File: config.mk
export PLATFORM = sky130hd
export DESIGN_NAME = ltt_div_cell
export DESIGN_NICKNAME = d
export VERILOG_FILES = /design/src/rtl/core/lorentz_trip_times_unit_macros.svh /design/src/rtl/core/ltt_div_cell.sv
export SDC_FILE = /design/constraint.sdc
export NUM_CORES = 1
export LEC_CHECK = 0
export BUFFER_PORTS_ARGS = -buffer_cell sky130_fd_sc_hd__buf_2
export CORE_MARGIN = 2
export CORE_UTILIZATION = 38
export CTS_CLUSTER_DIAMETER = 60
export DETAILED_ROUTE_END_ITERATION = 6
export HOLD_SLACK_MARGIN = 0.06
export PLACE_DENSITY = 0.73
export SYNTH_ARGS = -nofsm -noshare
export SYNTH_HDL_FRONTEND = slang
export SYNTH_SLANG_ARGS = --single-unit
File: constraint.sdc
create_clock -name clk_i -period 1.82 [get_ports clk_i]
set_input_delay 0.273 -clock clk_i [delete_from_list [all_inputs] [get_ports clk_i]]
set_output_delay 0.273 -clock clk_i [all_outputs]
set_load 0.005 [all_outputs]
File: src/rtl/core/lorentz_trip_times_unit_macros.svh
// assertion helpers for the lorentz trip times unit
`ifndef LORENTZ_TRIP_TIMES_UNIT_MACROS_SVH
`define LORENTZ_TRIP_TIMES_UNIT_MACROS_SVH

`ifndef SYNTHESIS
`define LTT_ASSERT_IMP(lbl, clk, rstn, ante, cons) \
  lbl: assert property (@(posedge clk) disable iff (!rstn) (ante) |-> (cons)) \
    else $error("implication check failed");
`define LTT_ASSERT_NEVER(lbl, clk, rstn, cond) \
  lbl: assert property (@(posedge clk) disable iff (!rstn) !(cond)) \
    else $error("forbidden condition seen");
`else
`define LTT_ASSERT_IMP(lbl, clk, rstn, ante, cons)
`define LTT_ASSERT_NEVER(lbl, clk, rstn, cond)
`endif

`endif

File: src/rtl/core/ltt_div_cell.sv
`default_nettype none
module ltt_div_cell #(
  parameter int unsigned NW = 8,
  parameter int unsigned DW = 8
) (
  input  wire logic          clk_i,
  input  wire logic [NW-1:0] num_i,
  input  wire logic [DW-1:0] rem_i,
  input  wire logic [NW-1:0] quo_i,
  input  wire logic [DW-1:0] dv_i,
  output logic      [NW-1:0] num_o,
  output logic      [DW-1:0] rem_o,
  output logic      [NW-1:0] quo_o,
  output logic      [DW-1:0] dv_o
);

  logic [DW:0]   trial;
  logic [DW:0]   diff;
  logic          ge;
  logic [NW-1:0] num_d, quo_d;
  logic [DW-1:0] rem_d;
  logic [NW-1:0] num_q, quo_q;
  logic [DW-1:0] rem_q, dv_q;

  // one restoring step: bring down the next numerator bit
  always_comb begin
    trial = {rem_i, num_i[NW-1]};
    diff  = trial - {1'b0, dv_i};
    ge    = (trial >= {1'b0, dv_i});
    rem_d = ge ? diff[DW-1:0] : trial[DW-1:0];
    num_d = {num_i[NW-2:0], 1'b0};
    quo_d = {quo_i[NW-2:0], ge};
  end

  always_ff @(posedge clk_i) begin
    num_q <= num_d;
    rem_q <= rem_d;
    quo_q <= quo_d;
    dv_q  <= dv_i;
  end

  assign num_o = num_q;
  assign rem_o = rem_q;
  assign quo_o = quo_q;
  assign dv_o  = dv_q;

endmodule
`default_nettype wire

# Word-level counts from Yosys, hierarchy flattened
# Cells that the tools add are included.
[word_totals]
reg_bits = 31
latchBits = 0
ramBits = 0
mem_bits_ro = 0
in_bits = 33
out_inout_bits = 32
wordCells = 7
memories = 0
[op_classes]
add_sub_neg = 1
n_mul = 0
div_mod_pow = 0
order_cmp = 1
eq_ne = 0
shifts = 0
muxes = 1
bitwise_logic = 0
reduce_logical = 0
[ops]
columns = ["cell", "n"]
rows = [
  [">= comparator 9 x 8 -> 1 bit", 1],
  ["two-way mux 8 bit", 1],
  ["subtractor 8 bit", 1],
]

# Logic depth before layout (Yosys ltp)
[logic_depth]
depth_word = 2
ltp_mapped = 8
depth_no_buf = 8

# Worst setup path before layout
# OpenSTA, ideal clock, no wires.
[synth_timing]
path_kind = "input-to-reg"
startpoint = "in num_i[7]"
endpoint = "reg rem_q[6], in the netlist rem_o[6]"
setup_time_ps = 121
arrival_ps = 1803
required_time_ps = 1699
setup_slack_ps = -104
path_stages = 8
path_buffers = 0
path_cell_list = "inv_1 ha_1 fa_1 nor2b_1 o31a_1 nor4_1 a311o_1 mux2_2"
[synth_via]
elab_chain_cells = 2
word_cells_on_any_way = 3
cone_classes = "1 x add/sub; 1 x order compare; 1 x mux"
[synth_lines]
columns = ["item", "line_no", "text"]
rows = [
  ["start: declaration", "ltt_div_cell.sv:7", "input wire logic [NW-1:0] num_i,"],
  ["subtractor 8 bit / >= comparator 9 x 8 -> 1 bit (equally long branches)", "ltt_div_cell.sv:28, ltt_div_cell.sv:29", ""],
  ["two-way mux 8 bit *", "ltt_div_cell.sv:30", "rem_d = ge ? diff[DW-1:0] : trial[DW-1:0];"],
  ["via rem_d[6]", "ltt_div_cell.sv:21", "logic [DW-1:0] rem_d;"],
  ["end signal: assignment", "ltt_div_cell.sv:37", "rem_q <= rem_d;"],
  ["end: declaration", "ltt_div_cell.sv:23", "logic [DW-1:0] rem_q, dv_q;"],
]
# Mark *: on every way through the listed nets, which the timed path passes. The rest lies on a longest branch.

# Final worst setup path
[layout_timing]
startpoint = "in dv_i[0]"
endpoint = "reg rem_q[6], in the netlist rem_o[6]"
[layout_via]
elab_chain_cells = 2
word_cells_on_any_way = 3
cone_classes = "1 x add/sub; 1 x order compare; 1 x mux"
[layout_lines]
columns = ["item", "line_no", "text"]
rows = [
  ["start: declaration", "ltt_div_cell.sv:10", "input wire logic [DW-1:0] dv_i,"],
  ["subtractor 8 bit / >= comparator 9 x 8 -> 1 bit (equally long branches)", "ltt_div_cell.sv:28, ltt_div_cell.sv:29", ""],
  ["two-way mux 8 bit *", "ltt_div_cell.sv:30", ""],
  ["via rem_d[6]", "ltt_div_cell.sv:21", ""],
]
# Marks and branches as above.

==> impl_metrics.toml <==
[run_status]
status = "complete, no violations"

[clocking]
clk_pin_slew_ps = 90
cts_sinks = 31
root_buffer = "clkbuf_4"
cts_buffers = 5
post_cts_buffers = 0
htree_levels = 2
cts.path.max_buffers = 2
cts_tree = "built"

[detailed_routing]
vias_per_cell = 4.57
routedWlPerCell_um = 11.1
dr.first_iter.drc_count = 12
ant_nets = 0
drt_wl_total_um = 2580
num_vias = 1060
firstDrtPassIters = 4
drc_errors = 0

[sta]
rsz0062_at_grt = "no"
final-hold-violation-count = 0
slew_viol_final = 0
setup-violations-final = 0
fin_crit_sh = 0.949
finalWorstSetupSlack_ps = 92.1
whs_ps = 84.9
maxClockFrequency_mhz = 579
period_minus_slack_ps = 1730

[global_route]
grt_pass1_wl_um = 4050
grt_max_degree = 10
grt_pass1_vias = 1010
track_usage = 0.154
antenna_found_initial = 0
overflow = 0

[setup_path]
path_cells = "buf_2, ha_2, fa_2, nor2b_1, o31a_1, nor4_1, a311o_1, mux2_2"
slowest_stage = "fa_2"
cp_max_fo = 3
cp.arrival_ps = 1940
max_stage_delay_ps = 370
critPathKind = "in2reg"
crit_family = "adder cells"
end_kind = "register"
cp_num_buf_inv = 1
start_kind = "input pin"
critPathRequiredTime_ps = 2030

[finish]
num_antenna_cells = 0
final_nets = 243
drive_gt1_frac = 0.468
synthToLayoutAreaGrowth_pct = 59.7
post-route-util = 0.651

[logic_synthesis]
yosysUniqueCellTypes = 32
avgSynthCellArea_um2 = 11.3
yosysSeqAreaShare = 0.539
synth-async-reset-ratio = 0
syn_inst = 102
synthesis.area_um2 = 1150
synth_edf_count = 0
yosysWarningCount = 0
synth_flop_cell = "dfxtp_1"
synth_nets = 144
ys_ff_latch = 31

[floorplan]
start_util = 0.407
chipHeight_um = 59.1
die_area_um2 = 3490
core_um2 = 2830
rows = 19
die_width_um = 59.1
ioPinCount = 65

[job]
max_cap_violations = 0

[power_and_ir_drop]
p_leak_nw = 0.938
power_w = 0.00149
ir_worst_vdd_uv = 417
p_per_area_nw_per_um2 = 809

[placed_design]
place_hpwl_um = 1830
place_congestion = 0.861
place_ws_ps = -233
port_buffers = 62

[hold_path]
min_path_type = "in2reg"
layout by cell type (no fill, tap or decap), types with 2 or more instances in the layout:
master,n
a21o_1,3
dfxtp_1,31
a21oi_1,3
mux2i_1,2
buf_4,14
dlygate4sd3_1,19
ha_1,7
nor3_1,3
mux2_2,5
inv_1,13
xnor2_1,2
a21oi_2,2
buf_2,62
nand2_1,3
o21ai_0,4
nor2_1,2
nand3_1,2
clkbuf_4,5
per-stage QoR:
step                cells  cell area, um2  TNS [ps]
floorplan             102            1160     -8.12
global placement      206            1590      -728
detailed placement    206            1590      -926
CTS                   230            1820         0
global route          232            1840         0
finish                232            1840         0
repair_timing:
item                                    4_1_cts  5_1_grt
endpoints found under the hold margin        17        2
endpoints found under the setup margin        0        0
hold buffers                                 17        2
resized for setup                             0        0
final timing paths:
check                to  startpoint  cells past startpoint  slack (ps)
max    rem_o[6]$_DFF_P_     dv_i[0]                      8          90
min     dv_o[0]$_DFF_P_     dv_i[0]                      1          80
routing by layer:
layer,up-vias,part of all wire,track usage,routed length (um)
met1,458,0.45,0.169,1160
met2,52,0.46,0.273,1180
met4,0,0.016,0.0747,42
met3,6,0.080,0.0415,207
met5,-,0,0,0
li1,544,-,-,-
synthesized netlist by cell type (2+ instances only):
library cell | instances | area [um2]
a21o_1 | 3 | 22.5
nand3_1 | 2 | 10.0
inv_1 | 13 | 48.8
xnor2_1 | 2 | 17.5
nor3_1 | 3 | 15.0
dfxtp_1 | 31 | 621
nand2_1 | 3 | 11.3
mux2i_1 | 2 | 20.0
mux2_2 | 5 | 56.3
a21oi_2 | 2 | 17.5
ha_1 | 8 | 100
o21ai_0 | 4 | 20.0
nor2_1 | 2 | 7.51
a21oi_1 | 3 | 15.0
buf_2 | 2 | 10.0
power breakdown:
part | total [W] | switching [W] | internal [W]
sequential | 0.000753 | 0.0000129 | 0.000740
combinational | 0.000354 | 0.000150 | 0.000205
clock | 0.000382 | 0.000204 | 0.000179
total | 0.00149 | 0.000366 | 0.00112
area by class of cell:
type                    instances  area (um2)
inverters                      13        48.8
clock inverters                 1        5.00
well taps                      31        38.8
clock buffers                   6        51.3
repair buffers                 95         606
fillers                       218         988
multi-input cells              55         470
flip-flops and latches         31         621
registers in the layout (all words and copies together) (netlist names):
name / cells
rem_o: 8
quo_o: 8
num_o: 7
dv_o: 8
logic make-up after synthesis:
logic type / after synthesis / share of synthesized area
AO/OA/AOI/OAI: 20 / 0.140
other: 1 / 0.00325
multiplexers: 7 / 0.0662
XOR/XNOR: 3 / 0.0228
buffers and inverters: 16 / 0.0576
adder cells (fa/ha/maj): 9 / 0.104
AND/OR/NAND/NOR: 15 / 0.0673
flip-flops: 31 / 0.539
No activity file was read; power rests on OpenSTA's default activity.
