[src/rtl/core/lorentz_trip_times_unit_macros.svh]
// assertion helpers for the lorentz trip times unit
`ifndef LORENTZ_TRIP_TIMES_UNIT_MACROS_SVH
`define LORENTZ_TRIP_TIMES_UNIT_MACROS_SVH

`ifndef SYNTHESIS
`define LTT_ASSERT_IMP(lbl, clk, rstn, ante, cons) \
  lbl: assert property (@(posedge clk) disable iff (!rstn) (ante) |-> (cons)) \
    else $error("implication check failed");
`define LTT_ASSERT_NEVER(lbl, clk, rstn, cond) \
  lbl: assert property (@(posedge clk) disable iff (!rstn) !(cond)) \
    else $error("forbidden condition seen");
`else
`define LTT_ASSERT_IMP(lbl, clk, rstn, ante, cons)
`define LTT_ASSERT_NEVER(lbl, clk, rstn, cond)
`endif

`endif

[src/rtl/core/ltt_pkg.sv]
`default_nettype none
package ltt_pkg;

  // field widths
  localparam int unsigned DIST_W  = 47;
  localparam int unsigned BETA_W  = 32;
  localparam int unsigned GAMMA_W = 32;
  localparam int unsigned TIME_W  = 64;

  // unity in Q16.16
  localparam logic [GAMMA_W-1:0] ONE_Q16 = 32'h0001_0000;
  localparam logic [BETA_W-1:0]  MAX_BETA_RST = 32'hFFFF_FE52;

  // divider chain numerator widths, and the reciprocal's divisor width
  localparam int unsigned GINV_NW   = 97;  // 2^96 / (1 - b^2)
  localparam int unsigned GINV_DW   = 64;
  localparam int unsigned COORD_NW  = DIST_W + 32;
  localparam int unsigned PROPER_NW = COORD_NW + 16;
  localparam int unsigned CONTR_NW  = DIST_W + 16;

  // square root chain
  localparam int unsigned RAD_W     = 64;
  localparam int unsigned SQ_REM_W  = 34;
  localparam int unsigned SQ_STEPS  = 32;

  // pipeline timing, counted in cycles after the request edge
  localparam int unsigned LAT_GINV  = 2 + GINV_NW;
  localparam int unsigned LAT_GAMMA = LAT_GINV + SQ_STEPS;
  localparam int unsigned LAT_COORD = 1 + COORD_NW;
  localparam int unsigned LAT_END   = LAT_GAMMA + PROPER_NW;
  localparam int unsigned LAT_CONTR = LAT_GAMMA + CONTR_NW;

endpackage
`default_nettype wire

[src/rtl/core/ltt_sqrt_cell.sv]
`default_nettype none
module ltt_sqrt_cell (
  input  wire logic                          clk_i,
  input  wire logic [ltt_pkg::RAD_W-1:0]     rad_i,
  input  wire logic [ltt_pkg::SQ_REM_W-1:0]  rem_i,
  input  wire logic [ltt_pkg::SQ_STEPS-1:0]  root_i,
  output logic      [ltt_pkg::RAD_W-1:0]     rad_o,
  output logic      [ltt_pkg::SQ_REM_W-1:0]  rem_o,
  output logic      [ltt_pkg::SQ_STEPS-1:0]  root_o
);

  logic [ltt_pkg::SQ_REM_W+1:0] trial, tst, diff;
  logic                         ge;
  logic [ltt_pkg::RAD_W-1:0]    rad_d, rad_q;
  logic [ltt_pkg::SQ_REM_W-1:0] rem_d, rem_q;
  logic [ltt_pkg::SQ_STEPS-1:0] root_d, root_q;

  // one root bit per step from the next two radicand bits
  always_comb begin
    trial  = {rem_i, rad_i[ltt_pkg::RAD_W-1 -: 2]};
    tst    = {2'b00, root_i, 2'b01};
    diff   = trial - tst;
    ge     = (trial >= tst);
    rem_d  = ge ? diff[ltt_pkg::SQ_REM_W-1:0] : trial[ltt_pkg::SQ_REM_W-1:0];
    root_d = {root_i[ltt_pkg::SQ_STEPS-2:0], ge};
    rad_d  = {rad_i[ltt_pkg::RAD_W-3:0], 2'b00};
  end

  always_ff @(posedge clk_i) begin
    rad_q  <= rad_d;
    rem_q  <= rem_d;
    root_q <= root_d;
  end

  assign rad_o  = rad_q;
  assign rem_o  = rem_q;
  assign root_o = root_q;

endmodule
`default_nettype wire

[config.mk]
export PLATFORM = sky130hd
export DESIGN_NAME = ltt_sqrt_cell
export DESIGN_NICKNAME = d
export VERILOG_FILES = /design/src/rtl/core/lorentz_trip_times_unit_macros.svh /design/src/rtl/core/ltt_pkg.sv /design/src/rtl/core/ltt_sqrt_cell.sv
export SDC_FILE = /design/constraint.sdc
export NUM_CORES = 1
export LEC_CHECK = 0
export BUFFER_PORTS_ARGS = -buffer_cell sky130_fd_sc_hd__clkbuf_2
export CAP_MARGIN = 20
export CORE_ASPECT_RATIO = 0.5
export CORE_UTILIZATION = 49
export DETAILED_ROUTE_END_ITERATION = 12
export PLACE_DENSITY_LB_ADDON = 0.3
export SLEW_MARGIN = 5
export SYNTH_ARGS = -nofsm -noshare
export SYNTH_HDL_FRONTEND = slang
export SYNTH_SLANG_ARGS = --single-unit
[constraint.sdc]
create_clock -name clk_i -period 4.8 [get_ports clk_i]
set_input_delay 0.48 -clock clk_i [delete_from_list [all_inputs] [get_ports clk_i]]
set_output_delay 0.48 -clock clk_i [all_outputs]
set_load 0.03 [all_outputs]
# Yosys cells after proc, flatten, opt, wreduce, memory -nomap -nowiden
# Cells that the tools add are included.
op_classes:
  magnitude_cmp: 1
  n_addsub: 1
  n_mux: 1
ops:
  columns: ["cell", "count"]
  rows:
  - ["$ge A36 B34 Y1", 1]
  - ["$mux W34", 1]
  - ["$sub A34 B34 Y34", 1]
word_totals:
  inputBits: 131
  ff_bits: 128
  word_cells: 6

# Depth between registers and ports, before layout
depth:
  word_depth: 2
  mapped_depth: 13
  depth_no_buf: 10

# Worst setup path before layout
# Ideal clock, no wire load.
synth_timing:
  path_kind: "input to register"
  startpoint: "input root_i[9] (netlist name)"
  endpoint: "register rem_q (netlist bit rem_o[27])"
  path_buffers: 0
  arrival_time_ns: 2.462
  slack_ns: 2.216
  setup_time_ns: 0.121
  path_stages: 10
  path_cell_list: "inv_1 ha_1 a21o_1 a31o_1 a211oi_4 o211ai_2 a21bo_2 mux2i_1 o221ai_1 mux2_4"
synth_via:
  elab_chain_len: 2
  word_cells_on_any_way: 3
synth_lines:
  columns: ["item", "line", "text"]
  rows:
  - ["start, declared", "ltt_sqrt_cell.sv:6", "input wire logic [ltt_pkg::SQ_STEPS-1:0] root_i,"]
  - ["$sub A34 B34 Y34 or $ge A36 B34 Y1 (tied branches)", "ltt_sqrt_cell.sv:22, ltt_sqrt_cell.sv:23", null]
  - ["$mux W34 (*)", "ltt_sqrt_cell.sv:24", "rem_d = ge ? diff[ltt_pkg::SQ_REM_W-1:0] : trial[ltt_pkg::SQ_REM_W-1:0];"]
  - ["via rem_d, one bit", "ltt_sqrt_cell.sv:15", "logic [ltt_pkg::SQ_REM_W-1:0] rem_d, rem_q;"]
  - ["end signal, assigned", "ltt_sqrt_cell.sv:31", "rem_q <= rem_d;"]
  - ["end, declared", "ltt_sqrt_cell.sv:15", null]
# The timed path passes the listed nets; every way through them passes the cells marked *.

# Final worst setup path
layout_timing:
  startpoint: "input root_i[7] (netlist name)"
  endpoint: "register rem_q (netlist bit rem_o[2])"
layout_via:
  elab_chain_len: 2
layout_lines:
  columns: ["item", "line", "text"]
  rows:
  - ["$ge A36 B34 Y1", "ltt_sqrt_cell.sv:23", "ge = (trial >= tst);"]
  - ["$mux W34", "ltt_sqrt_cell.sv:24", null]
  - ["via rem_d, one bit", "ltt_sqrt_cell.sv:15", null]
# The timed path passes the listed nets, and every way through them passes these cells.

==> out/summary.txt <==
Worst Hold Slack: 0.168 ns
post-route insts no fill: 918
number of DRC markers in iteration 0: 203
Cell Area, Synth: 0.00503 mm^2
slowest cell delay on critical path: 0.61 ns
Yosys warnings: 0
DRT Wirelength: 12.8 mm
Core Region: 0.00970 mm^2
hold crit path type: in -> reg
Simple-Gate Fraction of Synth Area: 11.1%
Antenna Cells: 0
Initial Utilization: 51.9%
crit path time final: 3.04 ns
crit path max-delay cell type: o21a_2
post-synth cell types: 62
GRT Util Overall: 24.1%
Max IR drop VDD: 0.230 mV
post-DR vias/cell: 4.92
EDFF count, synth: 0
Clock Tree Root: clkbuf_16
DR pass1 iterations: 4
CTS resizes: 0
Slew HR: 56.2%
largest family of logic cells by synthesized area: compound AO/OA/AOI/OAI gates
initial antenna violation count: 0
CTS Buffer Depth: 2
hpwl dp: 10.1 mm
# clock sinks: 128
vias in the first global route: 4228
max-cap viol count: 0
row count: 25
post-synthesis mux area share: 1.09%
CP arrival: 3.31 ns
critical path capture point type: flop
Die Height: 73.7 um
number of setup buffers added after CTS: 0
Post-synth ARST share: 0%
Yosys reg bits: 128
first-pass GRT wire length: 20.2 mm
cell area after layout: 0.00701 mm^2
TritonCTS buffer count: 17
WL per Instance: 13.9 um
setup_tns: 0 ns
die width: 145 um
post-layout power: 0.00320 W
leakage power: 3.63 nW
crit path buf inv count: 3
Residual DRC: 0
Most used DFF post-synth: dfxtp_1
CTS clk-pin slew, worst paths: 0.06 ns
placed cells: 886
worst path required time: 5.08 ns
synthesized instance count: 507
compound-gate portion of the synthesized area: 18.5%
detailed-route via count: 4515
pin count of the biggest net entering global routing: 38
outcome: completed
period utilisation layout: 63.3%
Antenna Nets Post-Route: 0
fin nets: 935
CTS tree: done
Setup violations, final: 0
hold_buf cts: 0
worst slew pin tran: 0.658 ns
crit path kind: in -> reg
die area: 0.0107 mm^2
fill count: 762
grt ovf: 0
DP Area: 0.00641 mm^2
Syn-to-layout area delta: 39.3%
share of cells above drive strength 1: 40.1%
Max Clk Rate: 329 MHz
I/O pin count: 261
Final Slew Violations: 0
number of H-tree levels: 4
sequential area share after synthesis: 50.9%
synthesized area per cell: 9.93 um^2
crit path cell chain: clkbuf_2, inv_1, ha_1, a21o_1, o41ai_2, o211ai_1, a211oi_1, o21a_2, buf_4, o21ai_0
PD cells: 456 mW/mm^2
RSZ-0062 raised after global routing: no
Synth Area in Adders: 8.45%
Synth Area in XOR/XNOR: 4.70%
final number of hold-violating endpoints: 0
GP Congestion: 0.832
crit-path leading delay family: compound AO/OA/AOI/OAI gates
Max Fanout on Critical Path: 37
Port Buffers: 258
startpoint types: input port
[final cells by class]
cell class / instances / area, um^2 / area share [%]
Multi-Input combinational cell: 321 / 2220 / 31.6
Timing Repair Buffer: 259 / 1300 / 18.5
Clock inverter: 13 / 149 / 2.12
Inverter: 43 / 163 / 2.32
Sequential cell: 128 / 2560 / 36.5
Clock buffer: 19 / 453 / 6.46
Tap cell: 135 / 169 / 2.41
[synth_stat cells (all sizes together) (2+ instances only)]
master,count,area (um^2)
a211oi,2,27.5
a21boi,2,15.0
a21o,20,151
a21oi,28,140
a31o,2,17.5
a31oi,5,46.3
and2,5,33.8
and3,5,35.0
buf,9,56.3
clkbuf,7,38.8
dfxtp,128,2560
ha,34,425
inv,42,158
mux2i,4,40.0
nand2,58,218
nand2b,5,31.3
nand3,6,30.0
nand4,7,50.1
nor2,18,67.6
nor3,10,50.1
o211ai,3,27.5
o21a,3,22.5
o21ai,46,234
o221ai,2,17.5
o31a,2,17.5
o31ai,5,42.5
o41ai,3,48.8
xnor2,14,123
xor2,13,114
[cells in the final DEF (no fill, tap or decap), types with 10 or more instances in the layout]
master	count
nor2_1	18
clkbuf_16	17
a21oi_1	28
nand2_1	58
inv_1	42
nor3_1	10
xnor2_1	14
xor2_1	13
dfxtp_1	128
o21ai_0	41
ha_1	34
a21o_1	19
clkbuf_2	258
[cells by family (layout without fill, tap and decap cells)]
family / count (synthesis) / in the layout
buf+inv: 59 / 334
simple gates: 120 / 120
xor+xnor: 27 / 27
compound gates: 133 / 133
mux: 5 / 5
other cells: 1 / 2
flops: 128 / 128
fa+ha+maj: 34 / 34
[metrics by stage]
stage / setup slack, ns / utilization (%)
5_1_grt: 1.54 / 72.3
4_1_cts: 1.78 / 72.3
3_3_place_gp: 1.51 / 66.1
2_1_floorplan: 2.22 / -
3_5_place_dp: 1.37 / 66.1
6_report: 1.76 / 72.3
[report_power, final]
| part | switching, W | internal (W) | leakage, nW |
|---|---|---|---|
| sequential | 0.0000277 | 0.00117 | 1.08 |
| combinational | 0.000470 | 0.000241 | 2.25 |
| clock | 0.000489 | 0.000803 | 0.300 |
[path summary, 6_finish.rpt]
check,cells after the start,slack [ns],start,to
worst max-delay path,10,1.76,root_i[7],rem_o[2]$_DFF_P_
worst min-delay path,1,0.17,rad_i[30],rad_o[32]$_DFF_P_
[per-layer routing]
layer / part of all wire [%] / track usage (%)
met1: 43 / 28.5
met2: 51 / 43.3
met3: 4.9 / 5.71
met4: 1.1 / 9.47
met5: 0 / 0
[sequential cells by signal, summed over array words and instances (netlist names)]
signal and flops:
rad_o 62, rem_o 34, root_o 32
(Power assumes the default switching activity.)
