**src/rtl/core/lorentz_trip_times_unit_macros.svh**
```systemverilog
// assertion helpers for the lorentz trip times unit
`ifndef LORENTZ_TRIP_TIMES_UNIT_MACROS_SVH
`define LORENTZ_TRIP_TIMES_UNIT_MACROS_SVH

`ifndef SYNTHESIS
`define LTT_ASSERT_IMP(lbl, clk, rstn, ante, cons) \
  lbl: assert property (@(posedge clk) disable iff (!rstn) (ante) |-> (cons)) \
    else $error("implication check failed");
`define LTT_ASSERT_NEVER(lbl, clk, rstn, cond) \
  lbl: assert property (@(posedge clk) disable iff (!rstn) !(cond)) \
    else $error("forbidden condition seen");
`else
`define LTT_ASSERT_IMP(lbl, clk, rstn, ante, cons)
`define LTT_ASSERT_NEVER(lbl, clk, rstn, cond)
`endif

`endif

```
**src/rtl/core/ltt_delay.sv**
```systemverilog
`default_nettype none
module ltt_delay #(
  parameter int unsigned W = 8,
  parameter int unsigned N = 2
) (
  input  wire logic         clk_i,
  input  wire logic [W-1:0] d_i,
  output logic      [W-1:0] d_o
);

  logic [W-1:0] tap_q [N];

  // plain shift line, payload only
  always_ff @(posedge clk_i) begin
    tap_q[0] <= d_i;
    for (int k = 1; k < N; k++) begin
      tap_q[k] <= tap_q[k-1];
    end
  end

  assign d_o = tap_q[N-1];

endmodule
`default_nettype wire

```
**config.mk**
```make
export PLATFORM = sky130hd
export DESIGN_NAME = ltt_delay
export DESIGN_NICKNAME = d
export VERILOG_FILES = /design/src/rtl/core/lorentz_trip_times_unit_macros.svh /design/src/rtl/core/ltt_delay.sv
export SDC_FILE = /design/constraint.sdc
export NUM_CORES = 1
export LEC_CHECK = 0
export ABC_CLOCK_PERIOD_IN_PS = 800
export BUFFER_PORTS_ARGS = -buffer_cell sky130_fd_sc_hd__buf_4
export CORE_AREA = 2 2 39 41
export DETAILED_ROUTE_END_ITERATION = 12
export DIE_AREA = 0 0 41 43
export PLACE_DENSITY_LB_ADDON = 0.12
export SYNTH_ARGS = -nofsm -noshare
export SYNTH_HDL_FRONTEND = slang
export SYNTH_SLANG_ARGS = --single-unit
```
**constraint.sdc**
```tcl
create_clock -name clk_i -period 0.8 [get_ports clk_i]
set_input_delay 0.16 -clock clk_i [delete_from_list [all_inputs] [get_ports clk_i]]
set_output_delay 0.16 -clock clk_i [all_outputs]
set_load 0.01 [all_outputs]
```
After elaboration in Yosys (flattened, before gate mapping)
Memories as Yosys holds them, arrays and structs flattened. Index checks and enable logic that the tools add are counted.

Logic and storage cells: 1. Bits of input ports: 9. Memories: 1. Register bits after elaboration: 0. RAM bits: 16.

Memory list: tap_q (depth 2, bits a word 8, read ports 2, clocked after memory_dff 0, wr ports 2, RTL line ltt_delay.sv:11) `logic [W-1:0] tap_q [N];`.

Logic depth before layout (Yosys ltp)
Gate-level depths: netlist (run 1).

Depth in word-level cells: 0. Mapped depth: 1. Depth with buffers taken out: 0.

Least setup slack after synthesis (run 1)
No wires, ideal clock.

Kind: reg-to-output. Start point: mem tap_q[1][0], in the netlist tap_q[0][8]. End point: out d_o[0]. Setup slack: 0.239 ns. Cell stages (with the launch flop): 2. Buffers on the path: 1. Arrival: 0.401 ns. Path through: dfxtp_1 -> buf_4.

RTL lines: start, declared (RTL line ltt_delay.sv:11); end, declared (RTL line ltt_delay.sv:8) `output logic [W-1:0] d_o`.

==> impl_metrics.py, run 1 <==
metrics = {
    "synth": {
        "seq_area_frac_synth_pct": 84.2,
        "ys_ff_latch": 16,
        "synth_warnings": 0,
        "synth_area_leaders": "dfxtp_1 84%, buf_4 16%",
        "synth_fp_nets": 33,
        "synth_top_cell_by_area": "dfxtp_1",
        "ys_types": 2,
        "syn_area_per_cell_um2": 15.8,
        "syn-cell-area_um2": 380,
        "synth.top_cell.area_share_pct": 84.2,
        "synthCells": 24,
    },
    "timing": {
        "skew_ns": 0.000595,
        "clock.fmax_mhz": 1150,
        "slew_violations": 0,
        "hold_viol": 0,
        "period_share_pct": 109,
        "worst_slack_ns": -0.0705,
        "worstMarginPinSlew_ns": 0.0845,
        "period_needed_ns": 0.871,
        "whs_ns": 0.330,
        "rsz0062_at_grt": "yes",
        "finalSetupViolations": 8,
        "relSlewSlack_pct": 94.4,
    },
    "drt": {
        "ant_nets": 0,
        "dr.pass1.iters": 1,
        "viasPerCell": 3.45,
        "drtIter0Drc": 0,
        "wl_per_cell_um": 7.58,
        "drc": 0,
        "vias": 207,
        "routed_wl_um": 455,
    },
    "cells_and_area": {
        "final_nets": 54,
        "largest_register": "tap_q",
        "multiInputGateArea_um2": 0,
        "area_growth_pct": 62.2,
        "final_layout_size_suffix_gt1_share_pct": 63.6,
        "reg_top3": "tap_q: 16 flops",
        "antenna_cells": 0,
        "multi_input_gates": 0,
        "largest_reg_flops": 16,
    },
    "worst_setup_path": {
        "cp.required_ns": 0.64,
        "crit_path_cell_trace": "buf_6",
        "slowest_delay_ns": 0.33,
        "cp_top_family": "flip-flops",
        "startpoint_type": "flip-flop",
        "critPathCaptureType": "output port",
        "cp.arrival_ns": 0.71,
        "timing_worst_setup_path_type": "flip-flop to output port",
        "crit_fanout": 1,
        "slowest_stage": "dfxtp_2",
        "crit_buf_inv": 1,
    },
    "floorplanning": {
        "ioPinCount": 17,
        "initial_utilization_pct": 27.5,
        "std_cell_rows": 14,
        "die_x_um": 41,
        "coreArea_um2": 1380,
        "die-area_um2": 1760,
        "die_h_um": 43,
    },
    "power": {
        "vdd_drop_max_mv": 1.11,
        "leakage_nw": 0.276,
        "p_per_area_nw_per_um2": 2380,
    },
    "run_status": {
        "failed_checks": "setup timing",
        "outcome": "complete, but fails checks",
    },
    "clocking": {
        "path_clk_slew_ns": 0.08,
        "clk-insertion-delay-late_ns": 0.27,
        "cts.root.buffer_cell": "clkbuf_4",
        "htree_levels": 1,
        "numCtsBuffers": 3,
        "clock_sinks": 16,
        "clock_path_buffers": 2,
        "cts_tree": "built",
    },
    "run": {
        "maxCapViolCount": 0,
    },
    "global_route": {
        "overflow": 0,
        "antenna_found_initial": 0,
        "grt.total_usage_pct": 6.51,
        "grt_pass1_vias": 175,
        "grt_pass1_wl_um": 662,
        "grt_max_degree": 10,
    },
    "min_path": {
        "hold_class": "flip-flop to flip-flop",
    },
    "placed_design": {
        "gp_congestion": 0.492,
        "dpl_worst_slack_ns": 0.226,
        "numPortBuffers": 16,
    },
}
==> cell usage in the layout (no fill, tap or decap) <==
cell / n
dfxtp_1: 8
clkbuf_8: 1
dfxtp_2: 8
buf_6: 8
buf_4: 8
dlygate4sd3_1: 8
clkbuf_4: 3
==> where the power goes <==
part | total, mW | internal (mW) | switching (mW)
registers | 0.856 | 0.843 | 0.0134
logic | 0.113 | 0.0866 | 0.0269
clock network | 0.501 | 0.276 | 0.225
total | 1.47 | 1.21 | 0.265
==> routing by layer <==
metal / vias to the layer above / share of wire [%] / GRT usage [%]
met5: - / 0 / 0
met4: 0 / 0 / 8.00
met3: 0 / 7.5 / 3.14
met2: 8 / 57 / 8.75
met1: 94 / 35 / 6.04
li1: 105 / - / -
==> Yosys cell counts, drive strengths merged <==
cell   number
buf         8
dfxtp      16
==> metrics by stage <==
stage	instances	setup TNS, ns	instance area (µm²)	utilization, %	total power [mW]
5_1_grt	60	-0.801	617	44.6	1.55
4_1_cts	60	-0.631	614	44.4	1.50
3_5_place_dp	48	0	460	33.3	0.939
2_1_floorplan	24	0	380	-	0.905
3_3_place_gp	48	0	460	33.3	0.937
6_report	60	-0.512	617	44.6	1.47
==> cell families after synthesis <==
logic type,Yosys count,share of synthesized area [%]
buf+inv,8,15.8
flops,16,84.2
==> area by class of cell <==
cell class | count | area (µm²)
clock buffer | 4 | 36.3
fill | 128 | 767
tap | 16 | 20.0
timing repair buffer | 24 | 230
sequential | 16 | 330
==> final timing paths <==
check               start           end  slack [ns]  cells past startpoint
max          tap_q[0][14]        d_o[6]       -0.07                      1
min           tap_q[0][5]  tap_q[0][13]        0.33                      0
max reg2reg   tap_q[0][7]  tap_q[0][15]        0.40                      0
min reg2reg   tap_q[0][5]  tap_q[0][13]        0.33                      0
==> repair_timing <==
item | 4_1_cts | 5_1_grt
buffers inserted | 0 | 0
setup endpoints to repair | 8 | 8
pin swaps | 0 | 0
hold buffers | 8 | 0
endpoints found under the hold margin | 8 | 0
resized for setup | 14 | 2
Note: power is estimated with default switching activity, not from simulation.
==> run 2, diff against run 1 <==
REMOVE_ABC_BUFFERS = 1   (was default)
==> impl_metrics.py, run 2 (synthesized netlist as in run 1, its figures left out) <==
metrics = {
    "drt": {
        "dr.pass1.iters": 1,
        "routed_wl_um": 429,
        "drc": 0,
        "vias": 200,
        "viasPerCell": 3.39,
        "ant_nets": 0,
        "drtIter0Drc": 0,
        "wl_per_cell_um": 7.27,
    },
    "clocking": {
        "clock_sinks": 16,
        "clk-insertion-delay-late_ns": 0.27,
        "path_clk_slew_ns": 0.08,
        "clock_path_buffers": 2,
        "cts.root.buffer_cell": "clkbuf_4",
        "htree_levels": 1,
        "cts_setup_buffers": 0,
        "numCtsBuffers": 3,
        "cts_tree": "built",
    },
    "global_route": {
        "overflow": 0,
        "grt_pass1_wl_um": 745,
        "grt_pass1_vias": 201,
        "grt.total_usage_pct": 7.19,
        "grt_max_degree": 9,
        "antenna_found_initial": 0,
    },
    "worst_setup_path": {
        "slowest_delay_ns": 0.32,
        "timing_worst_setup_path_type": "flip-flop to output port",
        "cp.arrival_ns": 0.70,
        "cp_top_family": "flip-flops",
        "crit_buf_inv": 1,
        "slowest_stage": "dfxtp_2",
        "startpoint_type": "flip-flop",
        "critPathCaptureType": "output port",
        "cp.required_ns": 0.64,
        "crit_fanout": 1,
        "crit_path_cell_trace": "buf_6",
        "rr_startpoint": "tap_q[0][3]",
        "critPathLaunch": "tap_q[0][11]",
    },
    "power": {
        "p_comb_share_pct": 8.5,
        "intPower_mw": 1.10,
        "leakage_nw": 0.269,
        "p_per_area_nw_per_um2": 2230,
        "p_seq_share_pct": 63.7,
        "vdd_drop_max_mv": 1.05,
        "p_sw_mw": 0.238,
        "clock_power_share_pct": 27.8,
        "swShare_pct": 17.8,
    },
    "placed_design": {
        "dpl_worst_slack_ns": 0.226,
        "placed_cell_area_um2": 460,
        "numPortBuffers": 16,
        "gp_congestion": 0.464,
        "dp.cells": 48,
    },
    "cells_and_area": {
        "final_nets": 54,
        "final_common_cell": "dfxtp_1",
        "area_growth_pct": 57.9,
        "final_layout_size_suffix_gt1_share_pct": 58.1,
        "stdcell_count": 59,
        "multiInputGateArea_um2": 0,
        "reg_top3": "tap_q: 16 flops",
        "antenna_cells": 0,
        "multi_input_gates": 0,
        "largest_register": "tap_q",
        "final_util_pct": 43.4,
        "postLayoutCellArea_um2": 601,
        "layout_common_cells": "10 x dfxtp_1, 8 x dlygate4sd3_1, 8 x buf_4, 8 x buf_6, 6 x dfxtp_2",
        "largest_reg_flops": 16,
    },
    "floorplanning": {
        "std_cell_rows": 14,
        "die_x_um": 41,
        "ioPinCount": 17,
        "die_h_um": 43,
        "coreArea_um2": 1380,
        "die-area_um2": 1760,
        "initial_utilization_pct": 27.5,
    },
    "run": {
        "maxCapViolCount": 0,
    },
    "timing": {
        "clock.fmax_mhz": 1170,
        "whs_ns": 0.327,
        "hold_viol": 0,
        "relSlewSlack_pct": 94.9,
        "finalSetupViolations": 8,
        "worstMarginPinSlew_ns": 0.0760,
        "worst_slack_ns": -0.0557,
        "period_share_pct": 107,
        "rsz0062_at_grt": "yes",
        "slew_violations": 0,
        "period_needed_ns": 0.856,
        "skew_ns": 0.000123,
    },
    "min_path": {
        "hold_class": "flip-flop to flip-flop",
        "hold_start": "tap_q[0][0]",
    },
    "run_status": {
        "outcome": "complete, but fails checks",
        "failed_checks": "setup timing",
    },
}
run 2: changes by cell type in the layout (fill, tap and decap cells not counted), sizes merged:
cell    before  now
clkbuf       4    3
run 2: area by class of cell:
type	instances	area, µm²
timing repair buffer	24	230
fill	129	783
sequential	16	328
clock buffer	3	22.5
tap	16	20.0
run 2: repair_timing:
| item | 4_1_cts | 5_1_grt |
|---|---|---|
| hold buffers | 8 | 0 |
| resized for setup | 11 | 3 |
| endpoints found under the hold margin | 8 | 0 |
| endpoints found under the setup margin | 8 | 8 |
run 2: worst paths after layout:
| path | endpoint | slack [ns] | depth (start not counted) |
|---|---|---|---|
| hold / removal | tap_q[0][8] | 0.33 | 0 |
| setup reg to reg | tap_q[0][11] | 0.40 | 0 |
| hold reg to reg | tap_q[0][8] | 0.33 | 0 |
| setup / recovery | d_o[3] | -0.06 | 1 |
run 2: metrics by stage:
stage	setup TNS, ns	total power [mW]
after floorplan	0	0.877
after global placement	0	0.937
after detailed placement	0	0.939
after CTS	-0.566	1.37
after global routing	-0.804	1.43
final	-0.424	1.34
run 2: power groups by stage:
stage	Clock, mW	Sequential (mW)	Combinational, mW
after floorplan	0	0.877	0
after global placement	0	0.866	0.0711
after detailed placement	0	0.867	0.0718
after CTS	0.406	0.854	0.115
after global routing	0.452	0.858	0.123
final	0.373	0.854	0.114
run 2: metal layers:
metal  GRT usage [%]  vias to the layer above  part of all wire, %
met5               0                        -                    0
met4            2.00                        0                    0
met3            9.42                        0                   15
met2            10.9                       12                   56
met1            4.97                       86                   29
li1                -                      102                    -
